<file path="src/rtl/cc_pkg.sv">
package cc_pkg;

	localparam int unsigned NUM_DBL_ROUNDS = 10;
	localparam int unsigned NUM_ROUNDS     = 2 * NUM_DBL_ROUNDS;
	localparam int unsigned ROUND_W        = $clog2(NUM_ROUNDS);
	localparam int unsigned DEF_QUEUE_DEPTH = 4;

	// "expand 32-byte k"
	localparam logic [31:0] SIGMA0 = 32'h6170_7865;
	localparam logic [31:0] SIGMA1 = 32'h3320_646e;
	localparam logic [31:0] SIGMA2 = 32'h7962_2d32;
	localparam logic [31:0] SIGMA3 = 32'h6b20_6574;

	localparam logic [5:0] ROT_A = 6'd16;
	localparam logic [5:0] ROT_B = 6'd12;
	localparam logic [5:0] ROT_C = 6'd8;
	localparam logic [5:0] ROT_D = 6'd7;

	typedef enum logic [2:0] {
		REG_KEY0     = 3'd0,
		REG_KEY1     = 3'd1,
		REG_KEY2     = 3'd2,
		REG_KEY3     = 3'd3,
		REG_NONCE_LO = 3'd4,
		REG_NONCE_HI = 3'd5
	} cc_reg_t;

	typedef logic [15:0][31:0] cc_state_t;
	typedef logic [7:0][31:0]  cc_key_t;
	typedef logic [2:0][31:0]  cc_nonce_t;

	typedef struct packed {
		logic [7:0] data;
		logic       last;
	} cc_item_t;

	typedef struct packed {
		logic        start;
		logic [31:0] counter;
	} cc_blk_req_t;

	function automatic logic [31:0] rotl32(input logic [31:0] v, input logic [5:0] s);
		rotl32 = (v << s) | (v >> (6'd32 - s));
	endfunction

endpackage

</file>
<file path="src/rtl/cc_back.sv">
module cc_back (
	input  logic                clk,
	input  logic                arst_n,
	input  logic                q_valid,
	input  cc_pkg::cc_item_t    q_item,
	output logic                q_pop,
	output cc_pkg::cc_blk_req_t blk_req,
	input  logic                core_done,
	input  cc_pkg::cc_state_t   ks_block,
	output logic                empty,
	input  logic                pop,
	output logic [7:0]          out_byte,
	output logic                out_last
);

	typedef enum logic [1:0] {
		B_IDLE = 2'b01,
		B_GEN  = 2'b10
	} back_state_t;

	back_state_t state_q;
	logic [31:0] count_q;
	logic [5:0]  pos_q;
	logic        ready_q;
	logic        out_valid_q;
	logic [7:0]  out_byte_q;
	logic        out_last_q;
	logic        emit;
	logic [31:0] ks_word;
	logic [7:0]  ks_byte;

	assign emit    = (state_q == B_IDLE) && q_valid && ready_q && (!out_valid_q || pop);
	assign q_pop   = emit;
	assign ks_word = ks_block[pos_q[5:2]];
	assign ks_byte = ks_word[{pos_q[1:0], 3'b000} +: 8];

	assign blk_req.start   = (state_q == B_IDLE) && q_valid && !ready_q;
	assign blk_req.counter = count_q;

	assign empty    = !out_valid_q;
	assign out_byte = out_byte_q;
	assign out_last = out_last_q;

	always_ff @(posedge clk) begin
		if (emit) begin
			out_byte_q <= q_item.data ^ ks_byte;
			out_last_q <= q_item.last;
		end
	end

	always_ff @(posedge clk or negedge arst_n) begin
		if (!arst_n) begin
			state_q     <= B_IDLE;
			count_q     <= '0;
			pos_q       <= '0;
			ready_q     <= 1'b0;
			out_valid_q <= 1'b0;
		end else begin
			if (emit) begin
				out_valid_q <= 1'b1;
			end else if (pop) begin
				out_valid_q <= 1'b0;
			end
			case (state_q)
				B_IDLE: begin
					if (blk_req.start) begin
						state_q <= B_GEN;
					end
					if (emit) begin
						pos_q <= pos_q + 1'b1;
						if (q_item.last) begin
							// end of message: rewind counter and position
							count_q <= '0;
							pos_q   <= '0;
							ready_q <= 1'b0;
						end else if (pos_q == 6'd63) begin
							count_q <= count_q + 1'b1;
							ready_q <= 1'b0;
						end
					end
				end
				B_GEN: begin
					if (core_done) begin
						state_q <= B_IDLE;
						ready_q <= 1'b1;
					end
				end
				default: begin
					state_q <= B_IDLE;
				end
			endcase
		end
	end

endmodule

</file>
<file path="config.mk">
export PLATFORM = sky130hd
export DESIGN_NAME = cc_back
export DESIGN_NICKNAME = d
export VERILOG_FILES = /design/src/rtl/cc_pkg.sv /design/src/rtl/cc_back.sv
export SDC_FILE = /design/constraint.sdc
export NUM_CORES = 1
export LEC_CHECK = 0
export BUFFER_PORTS_ARGS = -buffer_cell sky130_fd_sc_hd__buf_4
export CAP_MARGIN = 20
export CORE_AREA = 2 2 224 226
export DETAILED_ROUTE_END_ITERATION = 6
export DIE_AREA = 0 0 226 228
export GPL_TIMING_DRIVEN = 1
export MAX_ROUTING_LAYER = met4
export SYNTH_ARGS = -nofsm -noshare
export SYNTH_HDL_FRONTEND = slang
export SYNTH_SLANG_ARGS = --single-unit
</file>
<file path="constraint.sdc">
create_clock -name clk -period 2.5 [get_ports clk]
set_input_delay 0.5 -clock clk [delete_from_list [all_inputs] [get_ports clk]]
set_output_delay 0.5 -clock clk [all_outputs]
set_load 0.01 [all_outputs]
</file>
==> reports/qor.csv <==
metric;value;unit
path_class;reg2reg;
first_pass_iters;5;
wl_per_cell;26.3;um
drive_gt1_share;69.2;%
synth-main-ff-cell;dfrtp_1;
htree_levels;2;
crit_chain;buf_12, buf_4, mux2_2, a221oi_1, o211ai_1, a32oi_2, xnor2_1;
syn_to_final_growth;97.5;%
fin_ws;0.0317;ns
syn_area_per_cell;10.4;um^2
io_pins;570;
fp-row-count;82;
path_max_fanout;6;
yosysTopAreaCell;mux4_2;
cts_root_buf;clkbuf_16;
drtIter0Drc;571;
r2r_slack;0.03;ns
cp.required;2.58;ns
slowest_delay;0.50;ns
grt_antenna_before_repair;15;
tritoncts;done;
gp_congestion;0.957;
final_nets;1788;
ys_seq_area_share;19.7;%
maxCapViolations;0;
setup_viol;0;
synthArstFlopShare;82.4;%
r2r_cells;7;
min_path_type;in2async;
grt_util_all_layers;19.4;%
clock_latency;0.32;ns
min_period;2.47;ns
maxSlewHeadroom;52.5;%
power.total;11.8;mW
r2r_end;out_byte[2]$_DFFE_PP_;
power.density;888;mW/mm^2
grt_pass1_vias;9133;
dp_hpwl;43200;um
design_area;0.0132;mm^2
dpl-instance-area;0.0123;mm^2
synth_seq_cells;51;
synth.area.top_cells;mux4_2, dfrtp_1, mux2i_1;
worst_pin_slew;0.712;ns
status;finished clean;
grt_pass1_wl;67800;um
slowest_stage;dfrtp_4;
portBuffers;569;
post-route-drc-count;0;
nFillCells;5288;
max_freq;405;MHz
synth.cell_area;0.00671;mm^2
ir_worst_vdd;372;uV
die_h;228;um
drt-total-wl;51100;um
final_antenna_net_count;0;
post-route-period-util;98.7;%
ys_warn_count;0;
grt_setup_unrepaired;yes;
vias;8674;
dieArea;0.0515;mm^2
slew_violations;0;
final_util;26.8;%
synth_fp_nets;1173;
start_util;13.6;%
endpoint_kind;flip-flop;
hold_viol;0;
clock_sinks;51;
grt_start_max_net_pins;43;
netlist.area_leader.share;29.5;%
synth_edf_count;9;
post-place-ws;-0.160;ns
worstSetupStartpointType;flip-flop;
overflow;0;
crit_arrival;2.55;ns
via_per_inst;4.46;
yosys.cell_count.top_type;mux4_2;
clockBufferDepth;2;
cts.hold.buffers_added;0;
clk_pin_slew;0.09;ns
synth_commonest_cells;mux4_2, nand2_1, mux2i_1;
p_leak;5.97;nW
cts_buffers;5;
syn_inst;645;
synth.distinct_cells;50;
core_area;0.0493;mm^2
ff_latch_area;0.00134;mm^2
clock_skew;0.0211;ns
multiInputGateArea;0.00534;mm^2
die_w;226;um
r2r_start;pos_q[2]$_DFFE_PN0P_;
what timing repair did:
action                     in CTS  in global routing
setup endpoints to repair       7                 12
resized for setup              28                 43
setup buffers                   8                 16
cloned                          3                  5
pin swaps                      16                 17
through the flow:
stage                     setup TNS (ns)  cells  hold slack [ns]
after floorplan                        0    645            0.204
after global placement            -0.533   1895            0.511
after detailed placement          -0.601   1895            0.516
after CTS                         -0.134   1914            0.193
after global routing              -0.112   1946            0.227
final                                  0   1946            0.184
per-layer routing:
layer  track usage (%)  vias up  share of wire (%)
met5                 -        -                  0
met4              4.24        0                1.6
met3              3.80       39                5.8
met2              32.3      416                 50
met1              24.1     4316                 43
li1                  -     3903                  -
cells by family (layout without fill, tap and decap cells):
kind of cell,after synthesis,count (layout),synth area share (%)
fa+ha+maj,2,2,0.373
simple gates,162,162,12.7
compound gates,162,162,17.1
other cells,0,13,0
buf+inv,82,698,5.43
xor+xnor,9,9,1.18
flops,51,51,19.7
mux,177,177,43.5
cell usage in the layout, fill, tap and decap left out, types with 9 or more instances in the layout:
cell type | Yosys | routed
nand4_1 | 13 | 13
mux2_2 | 37 | 36
nand2_1 | 59 | 58
o31ai_1 | 13 | 12
mux2i_1 | 52 | 48
mux4_2 | 88 | 88
nand3_1 | 12 | 12
dfrtp_1 | 41 | 37
diode_2 | 0 | 13
buf_4 | 6 | 646
a22oi_2 | 0 | 9
a21oi_1 | 35 | 31
buf_12 | 0 | 17
or3_1 | 16 | 16
xnor2_1 | 9 | 9
or4_1 | 14 | 12
nor2_1 | 12 | 11
edfxtp_1 | 9 | 9
o21ai_0 | 22 | 22
inv_1 | 12 | 12
clkbuf_16 | 0 | 10
report_power, final:
group | switching [mW] | internal, mW | leakage (nW) | total [mW]
logic | 4.62 | 5.02 | 5.26 | 9.65
clock network | 0.426 | 0.384 | 0.0749 | 0.811
registers | 0.233 | 1.08 | 0.636 | 1.31
how the worst max path moves through the flow:
stage | from | endpoint | cells after the start
after floorplan | state_q[0]$_DFFE_PN1P_ | count_q[22]$_DFFE_PN0P_ | 8
after global placement | pos_q[3]$_DFFE_PN0P_ | out_byte[3]$_DFFE_PP_ | 6
after detailed placement | pos_q[5]$_DFFE_PN0P_ | out_byte[3]$_DFFE_PP_ | 6
after CTS | pos_q[2]$_DFFE_PN0P_ | out_byte[0]$_DFFE_PP_ | 10
after global routing | pos_q[3]$_DFFE_PN0P_ | out_byte[7]$_DFFE_PP_ | 8
final | pos_q[2]$_DFFE_PN0P_ | out_byte[2]$_DFFE_PP_ | 7
layout make-up:
class | count | share of cell area, %
diodes | 13 | 0.246
flip-flops and latches | 51 | 10.1
multi-input cells | 512 | 40.3
clock buffers | 5 | 0.945
clock inverters | 3 | 0.198
repair buffers | 678 | 41.5
inverters | 12 | 0.340
well taps | 672 | 6.35
flip-flops by register name, summed over array words and instances, names as in the netlist:
register	count
out_last	1
out_byte	8
ready_q	1
count_q	32
state_q	2
out_valid_q	1
pos_q	6
worst max-delay path, delay by kind of cell (launching register included):
kind / cells / cell delay, ns
xor+xnor: 1 / 0.08
flops: 1 / 0.50
mux: 1 / 0.37
compound gates: 3 / 0.96
buf+inv: 2 / 0.31
Note: power is estimated with default switching activity, not from simulation.
