$ cat config.mk
export PLATFORM = sky130hd
export DESIGN_NAME = cc_front
export DESIGN_NICKNAME = d
export VERILOG_FILES = /design/src/rtl/cc_pkg.sv /design/src/rtl/cc_front.sv
export SDC_FILE = /design/constraint.sdc
export NUM_CORES = 1
export LEC_CHECK = 0
export BUFFER_PORTS_ARGS = -buffer_cell sky130_fd_sc_hd__buf_2
export CORE_UTILIZATION = 55
export CTS_CLUSTER_SIZE = 14
export DETAILED_ROUTE_END_ITERATION = 6
export GPL_TIMING_DRIVEN = 0
export HOLD_SLACK_MARGIN = 0.08
export PLACE_DENSITY = 0.77
export SLEW_MARGIN = 20
export SYNTH_ARGS = -nofsm -noshare
export SYNTH_HDL_FRONTEND = slang
export SYNTH_SLANG_ARGS = --single-unit
$ cat constraint.sdc
create_clock -name clk -period 2.2 [get_ports clk]
set_input_delay 0.11 -clock clk [delete_from_list [all_inputs] [get_ports clk]]
set_output_delay 0.11 -clock clk [all_outputs]
set_load 0.05 [all_outputs]
$ cat src/rtl/cc_pkg.sv
package cc_pkg;

	localparam int unsigned NUM_DBL_ROUNDS = 10;
	localparam int unsigned NUM_ROUNDS     = 2 * NUM_DBL_ROUNDS;
	localparam int unsigned ROUND_W        = $clog2(NUM_ROUNDS);
	localparam int unsigned DEF_QUEUE_DEPTH = 4;

	// "expand 32-byte k"
	localparam logic [31:0] SIGMA0 = 32'h6170_7865;
	localparam logic [31:0] SIGMA1 = 32'h3320_646e;
	localparam logic [31:0] SIGMA2 = 32'h7962_2d32;
	localparam logic [31:0] SIGMA3 = 32'h6b20_6574;

	localparam logic [5:0] ROT_A = 6'd16;
	localparam logic [5:0] ROT_B = 6'd12;
	localparam logic [5:0] ROT_C = 6'd8;
	localparam logic [5:0] ROT_D = 6'd7;

	typedef enum logic [2:0] {
		REG_KEY0     = 3'd0,
		REG_KEY1     = 3'd1,
		REG_KEY2     = 3'd2,
		REG_KEY3     = 3'd3,
		REG_NONCE_LO = 3'd4,
		REG_NONCE_HI = 3'd5
	} cc_reg_t;

	typedef logic [15:0][31:0] cc_state_t;
	typedef logic [7:0][31:0]  cc_key_t;
	typedef logic [2:0][31:0]  cc_nonce_t;

	typedef struct packed {
		logic [7:0] data;
		logic       last;
	} cc_item_t;

	typedef struct packed {
		logic        start;
		logic [31:0] counter;
	} cc_blk_req_t;

	function automatic logic [31:0] rotl32(input logic [31:0] v, input logic [5:0] s);
		rotl32 = (v << s) | (v >> (6'd32 - s));
	endfunction

endpackage

$ cat src/rtl/cc_front.sv
module cc_front #(
	parameter int unsigned DEPTH = cc_pkg::DEF_QUEUE_DEPTH
) (
	input  logic              clk,
	input  logic              arst_n,
	input  logic              push,
	output logic              full,
	input  cc_pkg::cc_item_t  wr_item,
	output logic              rd_valid,
	output cc_pkg::cc_item_t  rd_item,
	input  logic              rd_pop
);

	localparam int unsigned PTR_W = $clog2(DEPTH);
	localparam int unsigned CNT_W = $clog2(DEPTH + 1);

	cc_pkg::cc_item_t mem_q [DEPTH];
	logic [PTR_W-1:0] wr_ptr_q;
	logic [PTR_W-1:0] rd_ptr_q;
	logic [CNT_W-1:0] count_q;
	logic             do_wr;
	logic             do_rd;

	assign full     = (count_q == CNT_W'(DEPTH));
	assign rd_valid = (count_q != '0);
	assign rd_item  = mem_q[rd_ptr_q];
	assign do_wr    = push && !full;
	assign do_rd    = rd_pop && rd_valid;

	always_ff @(posedge clk) begin
		if (do_wr) begin
			mem_q[wr_ptr_q] <= wr_item;
		end
	end

	always_ff @(posedge clk or negedge arst_n) begin
		if (!arst_n) begin
			wr_ptr_q <= '0;
			rd_ptr_q <= '0;
			count_q  <= '0;
		end else begin
			if (do_wr) begin
				wr_ptr_q <= (wr_ptr_q == PTR_W'(DEPTH - 1)) ? '0 : wr_ptr_q + 1'b1;
			end
			if (do_rd) begin
				rd_ptr_q <= (rd_ptr_q == PTR_W'(DEPTH - 1)) ? '0 : rd_ptr_q + 1'b1;
			end
			if (do_wr && !do_rd) begin
				count_q <= count_q + 1'b1;
			end else if (do_rd && !do_wr) begin
				count_q <= count_q - 1'b1;
			end
		end
	end

endmodule

==> qor.csv, run 1 <==
stage,metric,value,unit
run_status,status,finished clean,
detailed_routing,dr.pass1.iters,4,
sta,fmax,498,MHz
cells_and_area,diodes,0,
yosys,syn-num-nets,104,
critical_path,cpMostUsedCell,xor2_1,
detailed_routing,via_per_inst,5.08,
place,place.gp.congestion,0.640,
place,place_hpwl,1.68,mm
cts,ctsHtreeMaxLevel,2,
cells_and_area,synthToLayoutAreaGrowth,19.3,%
detailed_routing,initialDrtViolationCount,12,
cells_and_area,layout_commonest_cell,edfxtp_1,
critical_path,path_cells,or3_4 > nand2_4 > ha_4 > inv_2 > fa_1 > xor2_1 > nor2_1 > xor2_1,
detailed_routing,wl_per_cell,14.8,um
sta,finalCritPeriodShare,0.912,
floorplanning,die_area,3440,sq um
global_routing,grt_pass1_wl,4.09,mm
cts,clockBufferDepth,2,
hold_path,hold_path.class,input pin to asynchronous set/reset pin,
yosys,synth-simple-area-share,0.0489,
yosys,synth_seq_area_share,0.712,
detailed_routing,detail-route-antenna-nets,0,
yosys,ys_warn_count,0,
yosys,synth_fa_ha_area_frac,0.0539,
cts,numCtsBuffers,5,
sta,fin_setup_tns,0,ns
sta,rsz0062_at_grt,false,
cts,cts_setup_buffers,0,
critical_path,slowest_stage,dfrtp_1,
critical_path,arrival,2.29,ns
cts,cts_sinks,43,
yosys,synthCells,84,
critical_path,end_kind,flip-flop,
sta,fin_skew,0.0124,ns
flow_run,maxCapViolCount,0,
global_routing,antenna_found_initial,0,
yosys,synth_top_family_by_area,multiplexers,
power,post-layout-total-power,2.91,mW
cts,clkLatencyLatePin,0.36,ns
yosys,yosysUniqueCellTypes,19,
yosys,synth_mux_area_frac,0.151,
cts,cts_tree,done,
sta,tightest_slew,0.478,ns
power,ir_drop,0.600,mV
critical_path,startpoint_type,flip-flop,
floorplanning,start_util,0.578,
floorplanning,die_x,58.7,um
sta,final-setup-viol-count,0,
floorplanning,die_h,58.7,um
floorplanning,io_pins,24,
critical_path,cp_max_fo,4,
critical_path,critPathRequiredTime,2.48,ns
yosys,ys_seq_elements,43,
detailed_routing,wirelength,2.50,mm
sta,slew_headroom,0.681,
yosys,synth_compound_area_frac,0,
yosys,synth-xor-area-share,0.0149,
global_routing,grt_pass1_vias,924,
sta,finalCriticalPeriod,2.01,ns
cts,path_clk_slew,0.12,ns
global_routing,overflow,0,
detailed_routing,drc,0,
global_routing,grt_max_degree,15,
yosys,synth_area,1770,sq um
cts,cts_root_buf,clkbuf_4,
cells_and_area,most-common-layout-cells,"edfxtp_1, buf_2, dlygate4sd3_1",
power,powerDensity,1380,nW/um^2
cells_and_area,nets,144,
cells_and_area,drive_above_1_share,0.440,
floorplanning,core-area,3050,sq um
critical_path,critPathKind,flip-flop to flip-flop,
floorplanning,rows,20,
critical_path,r2r_start,count_q[1]$_DFFE_PN0P_,
sta,drv_slew,0,
critical_path,cpPeakStageDelay,0.47,ns
place,io_buffers,23,
critical_path,startpoint,count_q[1]$_DFFE_PN0P_,
power,p_leak,0.783,nW
sta,hold_violations,0,
yosys,avgSynthCellArea,21.0,sq um
global_routing,grtUsageTotal,0.177,
detailed_routing,dr_total_vias,858,
-- kinds of logic (layout without fill, tap and decap cells) --
| kind of cell | after synthesis | count (layout) |
|---|---|---|
| xor gates and xnor gates | 3 | 3 |
| adders and majority gates | 7 | 7 |
| buffers and inverters | 6 | 47 |
| DFF | 43 | 43 |
| muxes | 14 | 14 |
| and+or+nand+nor | 11 | 11 |
-- synth_stat cells, drive strengths merged --
master	instances	share of area
dfrtp	7	0.099
mux4	9	0.11
and2	4	0.014
xor2	2	0.0099
ha	6	0.043
buf	3	0.013
or3	1	0.0064
fa	1	0.011
edfxtp	36	0.61
nor3b	1	0.011
nor2b	1	0.0050
nand2	1	0.0064
mux2	5	0.036
xnor2	1	0.0050
inv	3	0.0064
nor2	3	0.0064
-- layer usage --
layer | track usage | part of all wire | up-vias
li1 | - | - | 405
met1 | 0.214 | 0.42 | 425
met2 | 0.291 | 0.51 | 20
met3 | 0.0462 | 0.049 | 8
met4 | 0.102 | 0.022 | 0
met5 | 0 | 0 | -
-- critical path, delay by kind of cell (launching register included) --
| kind | cells | cell delay (ns) |
|---|---|---|
| xor gates and xnor gates | 2 | 0.31 |
| and+or+nand+nor | 3 | 0.64 |
| DFF | 1 | 0.47 |
| buffers and inverters | 1 | 0.03 |
| adders and majority gates | 2 | 0.50 |
-- stage by stage --
step,instances,utilization,instance area (sq um),hold slack [ns],setup WS (ns)
2_1_floorplan,84,-,1780,-0.186,0.0235
3_3_place_gp,151,0.639,1950,-0.0512,0.246
3_5_place_dp,151,0.639,1950,-0.0486,0.205
4_1_cts,169,0.690,2110,0.0956,0.172
5_1_grt,169,0.690,2110,0.108,0.0901
6_report,169,0.690,2110,0.110,0.193
-- sequential cells by signal (all words and copies together), names as in the netlist --
| name | flops |
|---|---|
| wr_ptr_q | 2 |
| count_q | 3 |
| rd_ptr_q | 2 |
| mem_q | 36 |
-- what timing repair did --
item | CTS | global route
resized for setup | 0 | 0
endpoints found under the setup margin | 0 | 0
endpoints found under the hold margin | 43 | 0
hold buffers | 10 | 0
-- final cells by class --
type / instances / area, sq um
plain buffers: 3 / 23.8
clock buffers: 5 / 37.5
clock inverters: 3 / 20.0
fillers: 223 / 946
inverters: 3 / 11.3
multi-input cells: 35 / 487
flip-flops and latches: 43 / 1260
well taps: 44 / 55.1
repair buffers: 33 / 215
-- power breakdown --
part | switching, mW | internal [mW] | total (mW) | leakage (nW)
logic | 0.823 | 0.505 | 1.33 | 0.345
registers | 0.108 | 1.10 | 1.21 | 0.411
clock network | 0.255 | 0.122 | 0.377 | 0.0272
-- final timing paths --
check                                                to  slack (ns)  depth (start not counted)
worst min-delay path            rd_ptr_q[1]$_DFFE_PN0P_        0.11                          2
max in group asynchronous        count_q[0]$_DFFE_PN0P_        1.92                          2
min in group clk                rd_ptr_q[1]$_DFFE_PN0P_        0.11                          3
worst min register to register   count_q[2]$_DFFE_PN0P_        0.52                          1
worst max register to register   count_q[2]$_DFFE_PN0P_        0.19                          8
worst max-delay path             count_q[2]$_DFFE_PN0P_        0.19                          8
Power figures use the tool's default switching activity.
==> inputs of run 2 (changes only) <==
- clock period: 2.2 -> 2 ns (I/O delays scaled with it)
==> run 2 against run 1 <==
Against the previous run: sequential share of layout area is 2.0 points lower; die area unchanged; combinational power grew 20%; fmax is 4.0% higher; final cell count grew 1.8%.
==> qor.csv, run 2 (same netlist as run 1, synthesis figures left out) <==
stage,metric,value,unit,change
floorplanning,die_area,3440,sq um,unchanged
sta,rsz0062_at_grt,true,,
critical_path,critPathKind,flip-flop to flip-flop,,
cts,path_clk_slew,0.12,ns,about the same
detailed_routing,dr.pass1.iters,4,,unchanged
floorplanning,rows,20,,unchanged
critical_path,end_kind,flip-flop,,
critical_path,reg2reg_to,count_q[1]$_DFFE_PN0P_,,
floorplanning,die_h,58.7,um,unchanged
place,io_buffers,23,,unchanged
critical_path,r2r_slack,0.07,ns,-0.12 ns
power,post-layout-total-power,3.47,mW,+19%
sta,fin_skew,0.00225,ns,-0.0102 ns
global_routing,grt_pass1_vias,919,,-0.54%
sta,slew_headroom,0.673,,-0.00824
cells_and_area,most-common-layout-cells,"edfxtp_1, buf_2, dlygate4sd3_1",,
critical_path,arrival,2.18,ns,-0.11 ns
detailed_routing,wirelength,2.80,mm,+12%
power,p_leak,0.829,nW,+5.8%
detailed_routing,dr_total_vias,852,,-0.70%
critical_path,startpoint_type,flip-flop,,
place,dp.cells,151,,unchanged
cells_and_area,nets,147,,+2.1%
detailed_routing,wl_per_cell,16.3,um,+9.8%
cells_and_area,largest_reg_flops,36,,unchanged
flow_run,maxCapViolCount,0,,unchanged
power,ir_drop,0.797,mV,+33%
cells_and_area,diodes,0,,unchanged
cells_and_area,layout.cells.non_filler,172,,+1.8%
cts,ctsHtreeMaxLevel,2,,unchanged
cts,clockBufferDepth,2,,unchanged
floorplanning,core-area,3050,sq um,unchanged
floorplanning,die_x,58.7,um,unchanged
cts,cts_root_buf,clkbuf_4,,
cells_and_area,largest_register,mem_q,,
cts,cts_tree,done,,
run_status,status,finished clean,,
place,place_hpwl,1.77,mm,+5.5%
critical_path,critPathRequiredTime,2.25,ns,-0.23 ns
cts,numCtsBuffers,5,,unchanged
sta,drv_slew,0,,unchanged
detailed_routing,initialDrtViolationCount,25,,+13
sta,finalCriticalPeriod,1.93,ns,-0.0767 ns
cells_and_area,register_area,1260,sq um,about the same
sta,final-setup-viol-count,0,,unchanged
floorplanning,io_pins,24,,unchanged
cells_and_area,multi_input_area,505,sq um,+3.9%
cts,cts_sinks,43,,unchanged
sta,hold_violations,0,,unchanged
cells_and_area,drive_above_1_share,0.477,,+0.0366
sta,whs,0.0941,ns,-0.0154 ns
floorplanning,start_util,0.578,,unchanged
cells_and_area,layout_commonest_cell,edfxtp_1,,
critical_path,r2r_start,count_q[1]$_DFFE_PN0P_,,
sta,fmax,518,MHz,+4.0%
global_routing,grtUsageTotal,0.197,,+0.0198
power,powerDensity,1590,nW/um^2,+15%
global_routing,antenna_found_initial,0,,unchanged
sta,tightest_slew,0.491,ns,+0.0124 ns
sta,finalCritPeriodShare,0.965,,+0.0529
cells_and_area,synthToLayoutAreaGrowth,23.6,%,
detailed_routing,detail-route-antenna-nets,0,,unchanged
detailed_routing,drc,0,,unchanged
critical_path,worst_r2r_path_depth,7,,-1
cells_and_area,final_util,0.715,,+0.0246
cells_and_area,top_regs,"mem_q (36), count_q (3)",,
cells_and_area,nFillCells,223,,unchanged
detailed_routing,via_per_inst,4.95,,-2.4%
place,place.gp.congestion,0.726,,+13%
global_routing,overflow,0,,unchanged
global_routing,grt_max_degree,14,,-1
hold_path,hold_path.class,input pin to asynchronous set/reset pin,,
cts,clkLatencyLatePin,0.35,ns,about the same
critical_path,cp_max_fo,7,,+3
global_routing,grt_pass1_wl,4.52,mm,+10%
sta,fin_setup_tns,0,ns,unchanged
[run 2: worst max path at each step]
stage	start	end	depth (start not counted)
2_1_floorplan	count_q[0]$_DFFE_PN0P_	count_q[1]$_DFFE_PN0P_	7
3_3_place_gp	count_q[1]$_DFFE_PN0P_	count_q[2]$_DFFE_PN0P_	8
3_5_place_dp	count_q[1]$_DFFE_PN0P_	count_q[2]$_DFFE_PN0P_	8
4_1_cts	count_q[0]$_DFFE_PN0P_	count_q[1]$_DFFE_PN0P_	8
5_1_grt	count_q[0]$_DFFE_PN0P_	count_q[2]$_DFFE_PN0P_	8
6_report	count_q[1]$_DFFE_PN0P_	count_q[1]$_DFFE_PN0P_	7
[run 2: timing repair]
item	in CTS	in global routing
hold endpoints to repair	43	0
pin swaps	3	4
setup endpoints to repair	2	2
resized for setup	2	4
hold buffers	10	0
buffers inserted	3	1
[run 2: layout make-up]
class | count | share of cell area
clock buffers | 6 | 0.0235
flip-flops and latches | 43 | 0.577
well taps | 44 | 0.0252
repair buffers | 37 | 0.116
inverters | 3 | 0.00516
clock inverters | 2 | 0.0161
plain buffers | 2 | 0.00573
multi-input cells | 35 | 0.232
[run 2: through the flow]
stage                     worst slack (ns)  instance area, sq um
final                               0.0696                  2180
after global routing               -0.0159                  2180
after CTS                          0.00126                  2170
after detailed placement           -0.0645                  1950
after global placement             -0.0295                  1950
after floorplan                     -0.169                  1780
[run 2: metal layers]
| metal | routed length [um] | share of wire | GRT usage |
|---|---|---|---|
| met1 | 1230 | 0.44 | 0.246 |
| met2 | 1420 | 0.51 | 0.319 |
| met3 | 86 | 0.031 | 0.0462 |
| met4 | 63 | 0.023 | 0.112 |
| met5 | 0 | 0 | 0 |
[run 2: critical path, cell delays in order, from the launching register on]
cell and delay (ns):
dfrtp_2 0.44, buf_6 0.14, nor3b_4 0.24, nor2b_4 0.10
ha_4 0.17, inv_2 0.05, fa_2 0.41, mux2_4 0.27
[run 2: power by group]
group / internal [mW] / switching, mW
logic: 0.625 / 0.965
registers: 1.21 / 0.0971
clock network: 0.295 / 0.272
